## config.mk

```make
export PLATFORM = sky130hd
export DESIGN_NAME = bounded_list_engine
export DESIGN_NICKNAME = d
export VERILOG_FILES = /design/src/hdl/ble_pkg.sv /design/src/hdl/ble_ram.sv /design/src/hdl/ble_seq.sv /design/src/hdl/ble_out_reg.sv /design/src/hdl/bounded_list_engine.sv
export VERILOG_INCLUDE_DIRS = /design/src /design/src/hdl
export SDC_FILE = /design/constraint.sdc
export NUM_CORES = 1
export LEC_CHECK = 0
export ABC_AREA = 1
export CAP_MARGIN = 15
export CORE_ASPECT_RATIO = 0.8
export CORE_MARGIN = 4
export CORE_UTILIZATION = 45
export CTS_CLUSTER_DIAMETER = 60
export DETAILED_ROUTE_END_ITERATION = 6
export DONT_BUFFER_PORTS = 1
export PLACE_DENSITY = 0.65
export REMOVE_ABC_BUFFERS = 1
export SYNTH_ARGS = -nofsm -noshare
export SYNTH_HDL_FRONTEND = slang
export SYNTH_SLANG_ARGS = --single-unit
```

## constraint.sdc

```tcl
create_clock -name clk -period 13.2 [get_ports clk]
set_input_delay 2.64 -clock clk [delete_from_list [all_inputs] [get_ports clk]]
set_output_delay 2.64 -clock clk [all_outputs]
set_load 0.05 [all_outputs]
```

## src/hdl/bounded_list_engine_assert.svh

```systemverilog
// Assertion macros shared by the list engine RTL.
`ifndef BOUNDED_LIST_ENGINE_ASSERT_SVH
`define BOUNDED_LIST_ENGINE_ASSERT_SVH

// Same-cycle implication, sampled on clk and disabled during rst.
`define BLE_ASSERT_NOW(label, ante, cons) \
  label: assert property (@(posedge clk) disable iff (rst) (ante) |-> (cons)) \
    else $error("list engine assertion failed");

// Next-cycle implication, sampled on clk and disabled during rst.
`define BLE_ASSERT_NEXT(label, ante, cons) \
  label: assert property (@(posedge clk) disable iff (rst) (ante) |=> (cons)) \
    else $error("list engine assertion failed");

`endif

```

## src/hdl/ble_pkg.sv

```systemverilog
// Shared types and constants of the bounded list engine.
package ble_pkg;

  localparam int DATA_W = 32;
  localparam int CNT_W = 5;
  localparam int OP_W = 3;
  localparam int STAT_W = 2;
  localparam logic [CNT_W-1:0] CAP_RESET = 5'd16;

  typedef enum logic [OP_W-1:0] {
    OP_APPEND    = 3'd0,
    OP_PUSH_HEAD = 3'd1,
    OP_REM_MATCH = 3'd2,
    OP_REM_HEAD  = 3'd3,
    OP_REM_TAIL  = 3'd4
  } op_t;

  typedef enum logic [STAT_W-1:0] {
    ST_OK       = 2'd0,
    ST_FULL     = 2'd1,
    ST_EMPTY    = 2'd2,
    ST_NOTFOUND = 2'd3
  } status_t;

  typedef enum logic [3:0] {
    S_IDLE,
    S_DECODE,
    S_TAKE,
    S_SEARCH,
    S_SHIFT,
    S_RD_HEAD,
    S_RD_TAIL,
    S_FIN
  } state_t;

  typedef struct packed {
    status_t             status;
    logic [DATA_W-1:0]   removed_value;
    logic [DATA_W-1:0]   head_value;
    logic [DATA_W-1:0]   tail_value;
    logic [CNT_W-1:0]    count;
  } result_t;

endpackage

```

## src/hdl/ble_ram.sv

```systemverilog
// Generic single-write, single-read RAM with registered read data.
module ble_ram #(
  parameter int WIDTH = 32,
  parameter int DEPTH = 16,
  localparam int AW = (DEPTH > 1) ? $clog2(DEPTH) : 1
) (
  input  logic             clk,
  input  logic             we,
  input  logic [AW-1:0]    waddr,
  input  logic [WIDTH-1:0] wdata,
  input  logic             re,
  input  logic [AW-1:0]    raddr,
  output logic [WIDTH-1:0] rdata
);

  logic [WIDTH-1:0] mem [DEPTH];

  always_ff @(posedge clk) begin
    if (we) begin
      mem[waddr] <= wdata;
    end
    if (re) begin
      rdata <= mem[raddr];
    end
  end

endmodule

```

## src/hdl/ble_seq.sv

```systemverilog
// Sequencer that reads, modifies and writes back the list ring in the RAM.
module ble_seq #(
  parameter int MAX_ENTRIES = 16
) (
  input  logic                        clk,
  input  logic                        rst,
  input  logic [ble_pkg::CNT_W-1:0]   capacity,
  input  logic                        in_valid,
  output logic                        in_ready,
  input  logic [ble_pkg::OP_W-1:0]    opcode,
  input  logic [ble_pkg::DATA_W-1:0]  value,
  output logic                        res_valid,
  input  logic                        res_ready,
  output ble_pkg::result_t            res
);
  import ble_pkg::*;

  localparam int IDX_W = (MAX_ENTRIES > 1) ? $clog2(MAX_ENTRIES) : 1;
  localparam int SUM_W = ((IDX_W > CNT_W) ? IDX_W : CNT_W) + 1;
  localparam int LIM_CAP = (MAX_ENTRIES > 31) ? 31 : MAX_ENTRIES;
  localparam logic [IDX_W-1:0] LAST_IDX = IDX_W'(MAX_ENTRIES - 1);

  state_t               state, state_next;
  op_t                  op;
  logic [DATA_W-1:0]    val;
  logic [IDX_W-1:0]     front;
  logic [CNT_W-1:0]     cnt;
  logic [CNT_W-1:0]     idx;
  status_t              stat;
  logic [DATA_W-1:0]    removed;
  logic [DATA_W-1:0]    head;

  logic                 ram_we, ram_re;
  logic [IDX_W-1:0]     ram_waddr, ram_raddr;
  logic [DATA_W-1:0]    ram_wdata, ram_rdata;

  logic [CNT_W-1:0]     limit;
  logic                 full, empty, match;
  logic [CNT_W:0]       idx1, idx2;
  logic                 more1, more2;
  logic [IDX_W-1:0]     front_inc, front_dec;

  // Ring position of the k-th entry, wrapped once; it is valid for k below the store depth.
  function automatic logic [IDX_W-1:0] slot(input logic [IDX_W-1:0] base,
                                            input logic [CNT_W-1:0] k);
    logic [SUM_W-1:0] sum;
    sum = SUM_W'(base) + SUM_W'(k);
    if (sum >= SUM_W'(MAX_ENTRIES)) begin
      sum = sum - SUM_W'(MAX_ENTRIES);
    end
    return sum[IDX_W-1:0];
  endfunction

  ble_ram #(.WIDTH(DATA_W), .DEPTH(MAX_ENTRIES)) u_ram (
    .clk   (clk),
    .we    (ram_we),
    .waddr (ram_waddr),
    .wdata (ram_wdata),
    .re    (ram_re),
    .raddr (ram_raddr),
    .rdata (ram_rdata)
  );

  assign limit = (capacity > CNT_W'(LIM_CAP)) ? CNT_W'(LIM_CAP) : capacity;
  assign full = (cnt >= limit);
  assign empty = (cnt == '0);
  assign match = (ram_rdata == val);
  assign idx1 = {1'b0, idx} + (CNT_W+1)'(1);
  assign idx2 = {1'b0, idx} + (CNT_W+1)'(2);
  assign more1 = (idx1 < {1'b0, cnt});
  assign more2 = (idx2 < {1'b0, cnt});
  assign front_inc = (front == LAST_IDX) ? '0 : front + IDX_W'(1);
  assign front_dec = (front == '0) ? LAST_IDX : front - IDX_W'(1);

  always_comb begin
    state_next = state;
    unique case (state)
      S_IDLE: begin
        if (in_valid) state_next = S_DECODE;
      end
      S_DECODE: begin
        case (op) inside
          OP_REM_MATCH: state_next = empty ? S_RD_HEAD : S_SEARCH;
          OP_REM_HEAD, OP_REM_TAIL: state_next = empty ? S_RD_HEAD : S_TAKE;
          default: state_next = S_RD_HEAD;
        endcase
      end
      S_TAKE: state_next = S_RD_HEAD;
      S_SEARCH: begin
        if (match) begin
          state_next = more1 ? S_SHIFT : S_RD_HEAD;
        end else if (!more1) begin
          state_next = S_RD_HEAD;
        end
      end
      S_SHIFT: begin
        if (!more2) state_next = S_RD_HEAD;
      end
      S_RD_HEAD: state_next = S_RD_TAIL;
      S_RD_TAIL: state_next = S_FIN;
      S_FIN: begin
        if (res_ready) state_next = S_IDLE;
      end
      default: state_next = S_IDLE;
    endcase
  end

  always_comb begin
    in_ready = 1'b0;
    res_valid = 1'b0;
    ram_we = 1'b0;
    ram_waddr = front;
    ram_wdata = val;
    ram_re = 1'b0;
    ram_raddr = front;
    unique case (state)
      S_IDLE: in_ready = 1'b1;
      S_DECODE: begin
        case (op) inside
          OP_APPEND: begin
            ram_we = !full;
            ram_waddr = slot(front, cnt);
          end
          OP_PUSH_HEAD: begin
            ram_we = !full;
            ram_waddr = front_dec;
          end
          OP_REM_MATCH, OP_REM_HEAD: ram_re = !empty;
          OP_REM_TAIL: begin
            ram_re = !empty;
            ram_raddr = slot(front, cnt - CNT_W'(1));
          end
          default: ;
        endcase
      end
      S_SEARCH: begin
        ram_re = more1;
        ram_raddr = slot(front, idx1[CNT_W-1:0]);
      end
      S_SHIFT: begin
        // Entry idx+1 has arrived: move it down one place and fetch the next.
        ram_we = 1'b1;
        ram_waddr = slot(front, idx);
        ram_wdata = ram_rdata;
        ram_re = more2;
        ram_raddr = slot(front, idx2[CNT_W-1:0]);
      end
      S_RD_HEAD: ram_re = 1'b1;
      S_RD_TAIL: begin
        ram_re = 1'b1;
        ram_raddr = slot(front, cnt - CNT_W'(1));
      end
      S_FIN: res_valid = 1'b1;
      default: ;
    endcase
  end

  always_ff @(posedge clk) begin
    if (rst) begin
      state <= S_IDLE;
      front <= '0;
      cnt <= '0;
    end else begin
      state <= state_next;
      unique case (state)
        S_DECODE: begin
          case (op)
            OP_APPEND: begin
              if (!full) cnt <= cnt + CNT_W'(1);
            end
            OP_PUSH_HEAD: begin
              if (!full) begin
                front <= front_dec;
                cnt <= cnt + CNT_W'(1);
              end
            end
            OP_REM_HEAD: begin
              if (!empty) begin
                front <= front_inc;
                cnt <= cnt - CNT_W'(1);
              end
            end
            OP_REM_TAIL: begin
              if (!empty) cnt <= cnt - CNT_W'(1);
            end
            default: ;
          endcase
        end
        S_SEARCH: begin
          if (match && !more1) cnt <= cnt - CNT_W'(1);
        end
        S_SHIFT: begin
          if (!more2) cnt <= cnt - CNT_W'(1);
        end
        default: ;
      endcase
    end
  end

  always_ff @(posedge clk) begin
    case (state)
      S_IDLE: begin
        op <= op_t'(opcode);
        val <= value;
      end
      S_DECODE: begin
        removed <= '0;
        idx <= '0;
        stat <= ST_OK;
        case (op) inside
          OP_APPEND, OP_PUSH_HEAD: begin
            if (full) stat <= ST_FULL;
          end
          OP_REM_MATCH, OP_REM_HEAD, OP_REM_TAIL: begin
            if (empty) stat <= ST_EMPTY;
          end
          default: ;
        endcase
      end
      S_TAKE: removed <= ram_rdata;
      S_SEARCH: begin
        if (match) begin
          removed <= ram_rdata;
        end else begin
          idx <= idx1[CNT_W-1:0];
          if (!more1) stat <= ST_NOTFOUND;
        end
      end
      S_SHIFT: begin
        if (more2) idx <= idx1[CNT_W-1:0];
      end
      S_RD_TAIL: head <= ram_rdata;
      default: ;
    endcase
  end

  // The tail word stays in the RAM read register while the result waits.
  always_comb begin
    res.status = stat;
    res.removed_value = removed;
    res.count = cnt;
    if (empty) begin
      res.head_value = '0;
      res.tail_value = '0;
    end else begin
      res.head_value = head;
      res.tail_value = ram_rdata;
    end
  end

endmodule

```

## src/hdl/ble_out_reg.sv

```systemverilog
// Output register that holds one result until the receiver takes it.
module ble_out_reg (
  input  logic                              clk,
  input  logic                              rst,
  input  logic                              res_valid,
  output logic                              res_ready,
  input  ble_pkg::result_t                  res,
  output logic                              out_valid,
  input  logic                              out_ready,
  output logic [ble_pkg::STAT_W-1:0]        status,
  output logic signed [ble_pkg::DATA_W-1:0] removed_value,
  output logic signed [ble_pkg::DATA_W-1:0] head_value,
  output logic signed [ble_pkg::DATA_W-1:0] tail_value,
  output logic [ble_pkg::CNT_W-1:0]         count
);
  import ble_pkg::*;

  result_t held;

  assign res_ready = !out_valid || out_ready;

  always_ff @(posedge clk) begin
    if (rst) begin
      out_valid <= 1'b0;
    end else if (res_ready) begin
      out_valid <= res_valid;
    end
  end

  always_ff @(posedge clk) begin
    if (res_ready && res_valid) begin
      held <= res;
    end
  end

  assign status = held.status;
  assign removed_value = held.removed_value;
  assign head_value = held.head_value;
  assign tail_value = held.tail_value;
  assign count = held.count;

endmodule

```

## src/hdl/bounded_list_engine.sv

```systemverilog
// Top level of the bounded list engine: capacity register, sequencer, output register.
//
// The block keeps an ordered list of signed 32-bit values in a ring held in
// one RAM. A request on the in channel (opcode, value) appends at the tail,
// inserts at the head, removes the first match, removes the head or removes
// the tail. Every request gives exactly one result on the out channel:
// status, removed value, head and tail after the operation, and count.
// The cfg channel writes the capacity; write it only while no request is
// in flight. cfg_ready is always high.
// Append, insert and unused opcodes pass from decode through the head and
// tail reads to the result; head or tail removal adds a state that takes the
// removed entry, and remove match adds one RAM read per entry searched and one
// read and write per entry moved to close the gap. A new request is taken in
// the cycle after the previous result leaves the sequencer.
// The sequencer handles one request at a time through the RAM's single
// read port and single write port.
// Reset empties the list and sets the capacity to sixteen; RAM contents are
// not cleared. When the receiver stalls, one result waits in the output
// register while the next request is processed, which then holds until the
// output register frees up.
module bounded_list_engine #(
  parameter int MAX_ENTRIES = 16
) (
  input  logic                              clk,
  input  logic                              rst,
  input  logic                              cfg_valid,
  output logic                              cfg_ready,
  input  logic [ble_pkg::CNT_W-1:0]         cfg_data,
  input  logic                              in_valid,
  output logic                              in_ready,
  input  logic [ble_pkg::OP_W-1:0]          opcode,
  input  logic signed [ble_pkg::DATA_W-1:0] value,
  output logic                              out_valid,
  input  logic                              out_ready,
  output logic [ble_pkg::STAT_W-1:0]        status,
  output logic signed [ble_pkg::DATA_W-1:0] removed_value,
  output logic signed [ble_pkg::DATA_W-1:0] head_value,
  output logic signed [ble_pkg::DATA_W-1:0] tail_value,
  output logic [ble_pkg::CNT_W-1:0]         count
);
  import ble_pkg::*;

`include "bounded_list_engine_assert.svh"

  localparam int LIM_CAP = (MAX_ENTRIES > 31) ? 31 : MAX_ENTRIES;

  logic [CNT_W-1:0] capacity;
  logic             res_valid, res_ready;
  result_t          res;
  logic [CNT_W-1:0] cap_limit;

  assign cfg_ready = 1'b1;

  always_ff @(posedge clk) begin
    if (rst) begin
      capacity <= CAP_RESET;
    end else if (cfg_valid) begin
      capacity <= cfg_data;
    end
  end

  ble_seq #(.MAX_ENTRIES(MAX_ENTRIES)) u_seq (
    .clk       (clk),
    .rst       (rst),
    .capacity  (capacity),
    .in_valid  (in_valid),
    .in_ready  (in_ready),
    .opcode    (opcode),
    .value     (value),
    .res_valid (res_valid),
    .res_ready (res_ready),
    .res       (res)
  );

  ble_out_reg u_out (
    .clk           (clk),
    .rst           (rst),
    .res_valid     (res_valid),
    .res_ready     (res_ready),
    .res           (res),
    .out_valid     (out_valid),
    .out_ready     (out_ready),
    .status        (status),
    .removed_value (removed_value),
    .head_value    (head_value),
    .tail_value    (tail_value),
    .count         (count)
  );

  assign cap_limit = (capacity > CNT_W'(LIM_CAP)) ? CNT_W'(LIM_CAP) : capacity;

  `BLE_ASSERT_NEXT(a_busy_after_accept, in_valid && in_ready, !in_ready)
  `BLE_ASSERT_NOW(a_empty_status_count, res_valid && res.status == ST_EMPTY,
                  res.count == '0)
  `BLE_ASSERT_NOW(a_full_status_count, res_valid && res.status == ST_FULL,
                  res.count >= cap_limit)
  `BLE_ASSERT_NOW(a_count_bound, res_valid,
                  (CNT_W+11)'(res.count) <= (CNT_W+11)'(MAX_ENTRIES))

endmodule
```

; Word-level counts from Yosys, hierarchy flattened
; Memory sizes are Yosys's and may differ from the RTL's. A register that Yosys moved wholly into a read port is not among the register bits.
; Cells that the tools add are included.
[op_classes]
add_sub_neg = 16
n_lt_le_gt_ge = 9
n_eq_ne = 27
n_mux = 61
reduce_logical = 26
[op_table]
columns = operator, n
row1 = $pmux 32 s3, 1
row2 = $mux 4, 22
row3 = $mux 32, 2
row4 = $mux 5, 7
row5 = $eq 32x32->1, 1
row6 = $pmux 4 s8, 1
row7 = $add 4x5->6, 5
row8 = $ge 6x5->1 const B, 5
row9 = $pmux 5 s3, 2
row10 = $sub 4x1->4 const B, 6
row11 = $eq 4x3->1 const B, 4
row12 = $pmux 4 s2, 2
row13 = $pmux 4 s4, 1
row14 = $lt 6x5->1, 2
row15 = $mux 1, 12
row16 = $ne 2x2->1 const B, 6
row17 = $mux 2, 5
row18 = $pmux 5 s2, 1
row19 = $ne 3x3->1 const B, 3
row20 = $eq 4x2->1 const B, 2
row21 = $logic_not 4->1, 2
row22 = $ne 2x1->1 const B, 4
row23 = $reduce_and 4->1, 2
row24 = $reduce_or 2->1, 4
row25 = 28 further kinds, 37
[word_totals]
reg_bits = 228
ramBits = 512
input_bits = 45
out_inout_bits = 106
word_cells = 156
n_memories = 1
[memory_table]
columns = name, depth, word_bits, rd, rd_clocked_by_memory_dff, wr, line
row1 = u_seq.u_ram.mem, 16, 32, 1, 1, 1, ble_ram.sv:16  ; logic [WIDTH-1:0] mem [DEPTH];

; Logic depth before layout (Yosys ltp)
[logic_depth]
word_depth = 9
depth_mapped = 18
depth_no_buf = 16

; Modules after synthesis
; Synthesis repeated with hierarchy kept, for this count alone.
[hier_totals]
hier_cells = 3072
hier_area_um2 = 33417.0
[by_module_without_submodules]
columns = module, instances, cells_each, area_per_inst_um2, seq_area_each_um2
row1 = ble_ram, 1, 2120, 23050.9, 16335.7
row2 = ble_seq, 1, 810, 6998.0, 3423.3
row3 = ble_out_reg, 1, 109, 3140.5, 3113.0
row4 = bounded_list_engine, 1, 33, 227.7, 100.1

; Least setup slack after synthesis
; No wires, ideal clock.
[synth_path]
path_kind = input -> register
from = input port out_ready
to = register u_out.held, in the netlist u_out.count[0] (enable)
setup_ps = 691
arrival_time_ps = 9649
required_ps = 12509
slack_ps = 2860
stages = 2
path_buffers = 0
cell_sequence = nor2_1 -> nor3_1
[synth_between]
elab_chain_cells = 2
[synth_lines]
columns = item, line
row1 = start: declaration, bounded_list_engine.sv:34  ; input logic out_ready,
row2 = $logic_or 1x1->1, ble_out_reg.sv:20  ; assign res_ready = !out_valid || out_ready;
row3 = $logic_and 1x1->1, ble_out_reg.sv:31  ; if (res_ready && res_valid) begin
row4 = end signal: assignment, ble_out_reg.sv:32  ; held <= res;
row5 = end: declaration, ble_out_reg.sv:18  ; result_t held;
; Every way passes these cells.
; A chain may end at the register's enable or synchronous reset.

; Worst setup path after layout
[layout_path]
from = register u_seq.state[0]
to = register u_seq.u_ram.rdata[14] (read register of u_seq.u_ram.mem), data pin
[layout_between]
elab_chain_cells = 3
elab_cells_between_ends = 8
classes_between = eq/ne (5) / mux (2) / reduce/logical (1)
[layout_lines]
columns = item, line
row1 = start: declaration, ble_seq.sv:23  ; state_t state, state_next;
row2 = start signal: assignment, ble_seq.sv:164  ; state <= state_next;
row3 = $eq 4x3->1, ble_seq.sv:116  ; unique case (state)
row4 = $reduce_or 2->1 (no source line), n/a
row5 = $pmux 1 s4, ble_seq.sv:116
row6 = end: declaration, ble_ram.sv:13  ; output logic [WIDTH-1:0] rdata
; Several ways; a longest one is shown, not always the timed one.

==> flow_summary_export.csv <==
group,metric,value,unit
layout,syn_to_final_growth,11.4,%
critical_path,ff2ff_setup_slack,7.90,ns
placement,gp_congestion,0.835,
logic_synthesis,ys_top_cells_by_count,"edfxtp_1 (753), nand2_1 (613), inv_1 (460)",
global_routing,track_usage,20.1,%
logic_synthesis,yosysMostFrequentCell,"edfxtp_1",
placement,dpl-instance-area,34000,um^2
die,die_w,310,um
timing,clock-skew-final,0.0222,ns
power_and_ir_drop,p_leak,14.1,nW
power_and_ir_drop,p_total,0.00930,W
global_routing,grt_overflow,0,
critical_path,critPathArrivalTime,5.67,ns
power_and_ir_drop,vdd_drop_max,157,uV
detailed_routing,routed_wl,78800,um
critical_path,path_cells,"nor2_1 -> nand2_2 -> buf_4 -> nand3_1 -> nand2_1 -> nand2_2 -> buf_4 -> nand3_4 -> buf_4 -> buf_4 -> nand2_1 -> o211ai_1 -> nand3_1 -> nand3_1 -> nand2_1",
logic_synthesis,synth_top_area_cell,"edfxtp_1",
logic_synthesis,ys_types,40,
timing,worstMarginPinSlew,1.20,ns
clocking,clock_latency,0.63,ns
clocking,cts_tree,"built",
critical_path,worstRegToRegCells,15,
critical_path,endpoint_kind,"flip-flop",
clocking,cts-root-buf,"clkbuf_16",
clocking,clock_path_buffers,3,
clocking,cts_resized,0,
clocking,cts_max_level,3,
logic_synthesis,synth-seq-cells,771,
die,start_util,45.5,%
critical_path,path_max_fanout,123,
placement,dpl.cell_count,3732,
global_routing,grt_max_degree,125,
clocking,postCtsSetupBuffers,0,
layout,drive_above_1_share,7.99,%
logic_synthesis,ys_seq_area_share,69.9,%
logic_synthesis,async_reset_ff_share,0,%
timing,slew_headroom,20.1,%
clocking,clk_pin_slew,0.06,ns
hold_path,min_to,"u_out.removed_value[4]",
timing,timing.final.crit_share,40.1,%
logic_synthesis,syn_inst,2853,
detailed_routing,drt_iter0_drc,2250,
critical_path,critical_path_required,13.57,ns
detailed_routing,drt.antenna.violating_nets,0,
detailed_routing,wl_per_cell,20.4,um
critical_path,reg2reg_from,"u_seq.state[0]",
logic_synthesis,synth_area_leaders,"edfxtp_1 (69%), nand2_1 (7.0%), inv_1 (5.3%)",
hold_path,whs_path_depth,0,
logic_synthesis,synth_top_area_share,68.8,%
clocking,cts_made_buffers,78,
die,dieArea,77400,um^2
detailed_routing,vias,20500,
job,max_cap_violations,0,
detailed_routing,viasPerCell,5.29,
layout,post-route-util,50.7,%
layout,nets,2949,
critical_path,start_kind,"flip-flop",
timing,min_period,5.30,ns
logic_synthesis,synth_xor_area_share,1.07,%
logic_synthesis,ys.flop_type,"edfxtp_1",
global_routing,first_global_vias,19600,
global_routing,grt_pass1_wl,119000,um
hold_path,min_from,"u_seq.removed[4]",
timing,slew_violations,0,
timing,max_freq,189,MHz
critical_path,critPathMaxStageDelay,0.95,ns
die,io_pins,151,
logic_synthesis,synth_top_family_by_area,"simple AND/OR/NAND/NOR gates",
layout,stdcell_area,36600,um^2
layout,fin_cells,3872,
critical_path,path_class,"reg2reg",
critical_path,crit_top_cell,"buf_4",
logic_synthesis,synth_area_per_cell,11.5,um^2
logic_synthesis,synth_mux_area_share,0,%
logic_synthesis,synth_compound_area_share,5.94,%
clocking,cts_sinks,771,
die,placementRows,88,
clocking,cts_hold_buf,0,
detailed_routing,drtPass1Iterations,6,
timing,setup_viol,0,
placement,port_buffers,0,
layout,n_fill_cell,6148,
timing,rsz0062_at_grt,"no",
critical_path,r2r-end,"u_seq.u_ram.rdata[14]",
logic_synthesis,synthSimpleGateAreaFrac,14.0,%
run_status,outcome,"complete, no violations",
timing,hold_violations,0,
logic_synthesis,synth_fa_ha_area_share,1.46,%
global_routing,antenna_found_initial,2,
hold_path,hp-class,"reg2reg",
layout,antenna_cells,0,
die,coreArea,72200,um^2
logic_synthesis,synth_enable_flop_cells,753,
timing,tns,0,ns
logic_synthesis,netlist_area,32900,um^2
logic_synthesis,yosys_warnings,0,
critical_path,slowest_stage,"buf_4",
power_and_ir_drop,p_per_area,254,nW/um^2
placement,hpwl,44000,um
die,die_h,250,um
detailed_routing,drc,0,
==> kinds of logic after synthesis <==
family | after synthesis
xor gates and xnor gates | 40
buffers and inverters | 598
adders and majority gates | 36
AOI/OAI and AO/OA | 312
DFF | 771
and+or+nand+nor | 1095
other | 1
==> worst max path at each step <==
stage	cells after the start	end	start	slack (ns)
after floorplan	2	u_out.count[0]	out_ready	2.86
after global placement	13	u_seq.u_ram.rdata[22]	u_seq.state[2]	8.14
after detailed placement	15	u_seq.u_ram.rdata[18]	u_seq.state[0]	8.00
after CTS	15	u_seq.u_ram.rdata[14]	u_seq.state[0]	7.97
after global routing	16	u_seq.u_ram.rdata[26]	u_seq.state[0]	7.47
final	15	u_seq.u_ram.rdata[14]	u_seq.state[0]	7.90
==> power breakdown <==
| part | switching [W] | leakage, nW | internal, W |
|---|---|---|---|
| registers | 0.000229 | 7.01 | 0.00348 |
| clock network | 0.000928 | 1.29 | 0.00135 |
| logic | 0.00238 | 5.79 | 0.000937 |
| total | 0.00353 | 14.1 | 0.00576 |
==> worst max-delay path, delay by kind of cell (launching register included) <==
family | cells | cell delay [ns]
DFF | 1 | 0.47
buffers and inverters | 4 | 2.77
AOI/OAI and AO/OA | 1 | 0.15
and+or+nand+nor | 10 | 1.47
==> state kept, by name, summed over array words and instances (netlist names) <==
name and count:
u_seq.state 3, u_seq.head 32, u_seq.val 32, u_seq.front 4, u_seq.op 3, u_out.status 2, u_seq.stat 2, u_seq.cnt 5
u_out.out_valid 1, u_out.tail_value 32, u_out.head_value 32, capacity 5, u_seq.removed 32, u_seq.idx 5, u_seq.u_ram.mem 512, u_seq.u_ram.rdata 32
u_out.removed_value 32, u_out.count 5
==> metal layers <==
metal	share of wire, %	GRT usage [%]	vias up	wire [um]
met5	0.016	0	-	13
met4	2.3	5.44	2	1830
met3	7.9	3.90	123	6250
met2	47	32.2	798	36800
met1	43	28.3	9847	33900
li1	-	-	9704	-
==> stage by stage <==
step                      hold WS, ns  setup WS, ns
after floorplan                 0.400          2.86
after global placement          0.407          8.14
after detailed placement        0.407          8.00
after CTS                       0.421          7.97
after global routing            0.423          7.47
final                           0.418          7.90
==> layout by cell type (no fill, tap or decap), types with 2 or more instances in the layout <==
master,count
nand4_1,41
clkinv_1,15
bufinv_16,13
edfxtp_1,753
o211ai_2,10
a21oi_1,44
clkinv_2,14
nand3_1,253
xor2_1,15
clkinvlp_4,2
nand2_1,613
nand3_4,2
o2111ai_1,3
clkbuf_16,78
inv_1,458
nor2_4,20
nor2_1,148
buf_4,66
nand3b_1,4
nand2_4,3
fa_1,4
nor3_1,3
a21o_1,3
inv_2,5
inv_6,3
xnor2_1,25
o21ai_1,15
nand3_2,2
nand2_2,4
clkbuf_1,9
o211ai_1,109
o21ai_0,121
clkinv_8,4
ha_1,32
dfxtp_1,18
==> area by class of cell <==
cell class	instances	area (um^2)	share of cell area (%)
clock buffer	87	1990	5.42
clock inverter	52	653	1.78
inverter	466	1750	4.79
multi-input combinational	1484	7560	20.7
sequential	771	23000	62.7
tap	945	1180	3.23
timing repair buffer	67	500	1.37
(Power assumes the default switching activity.)
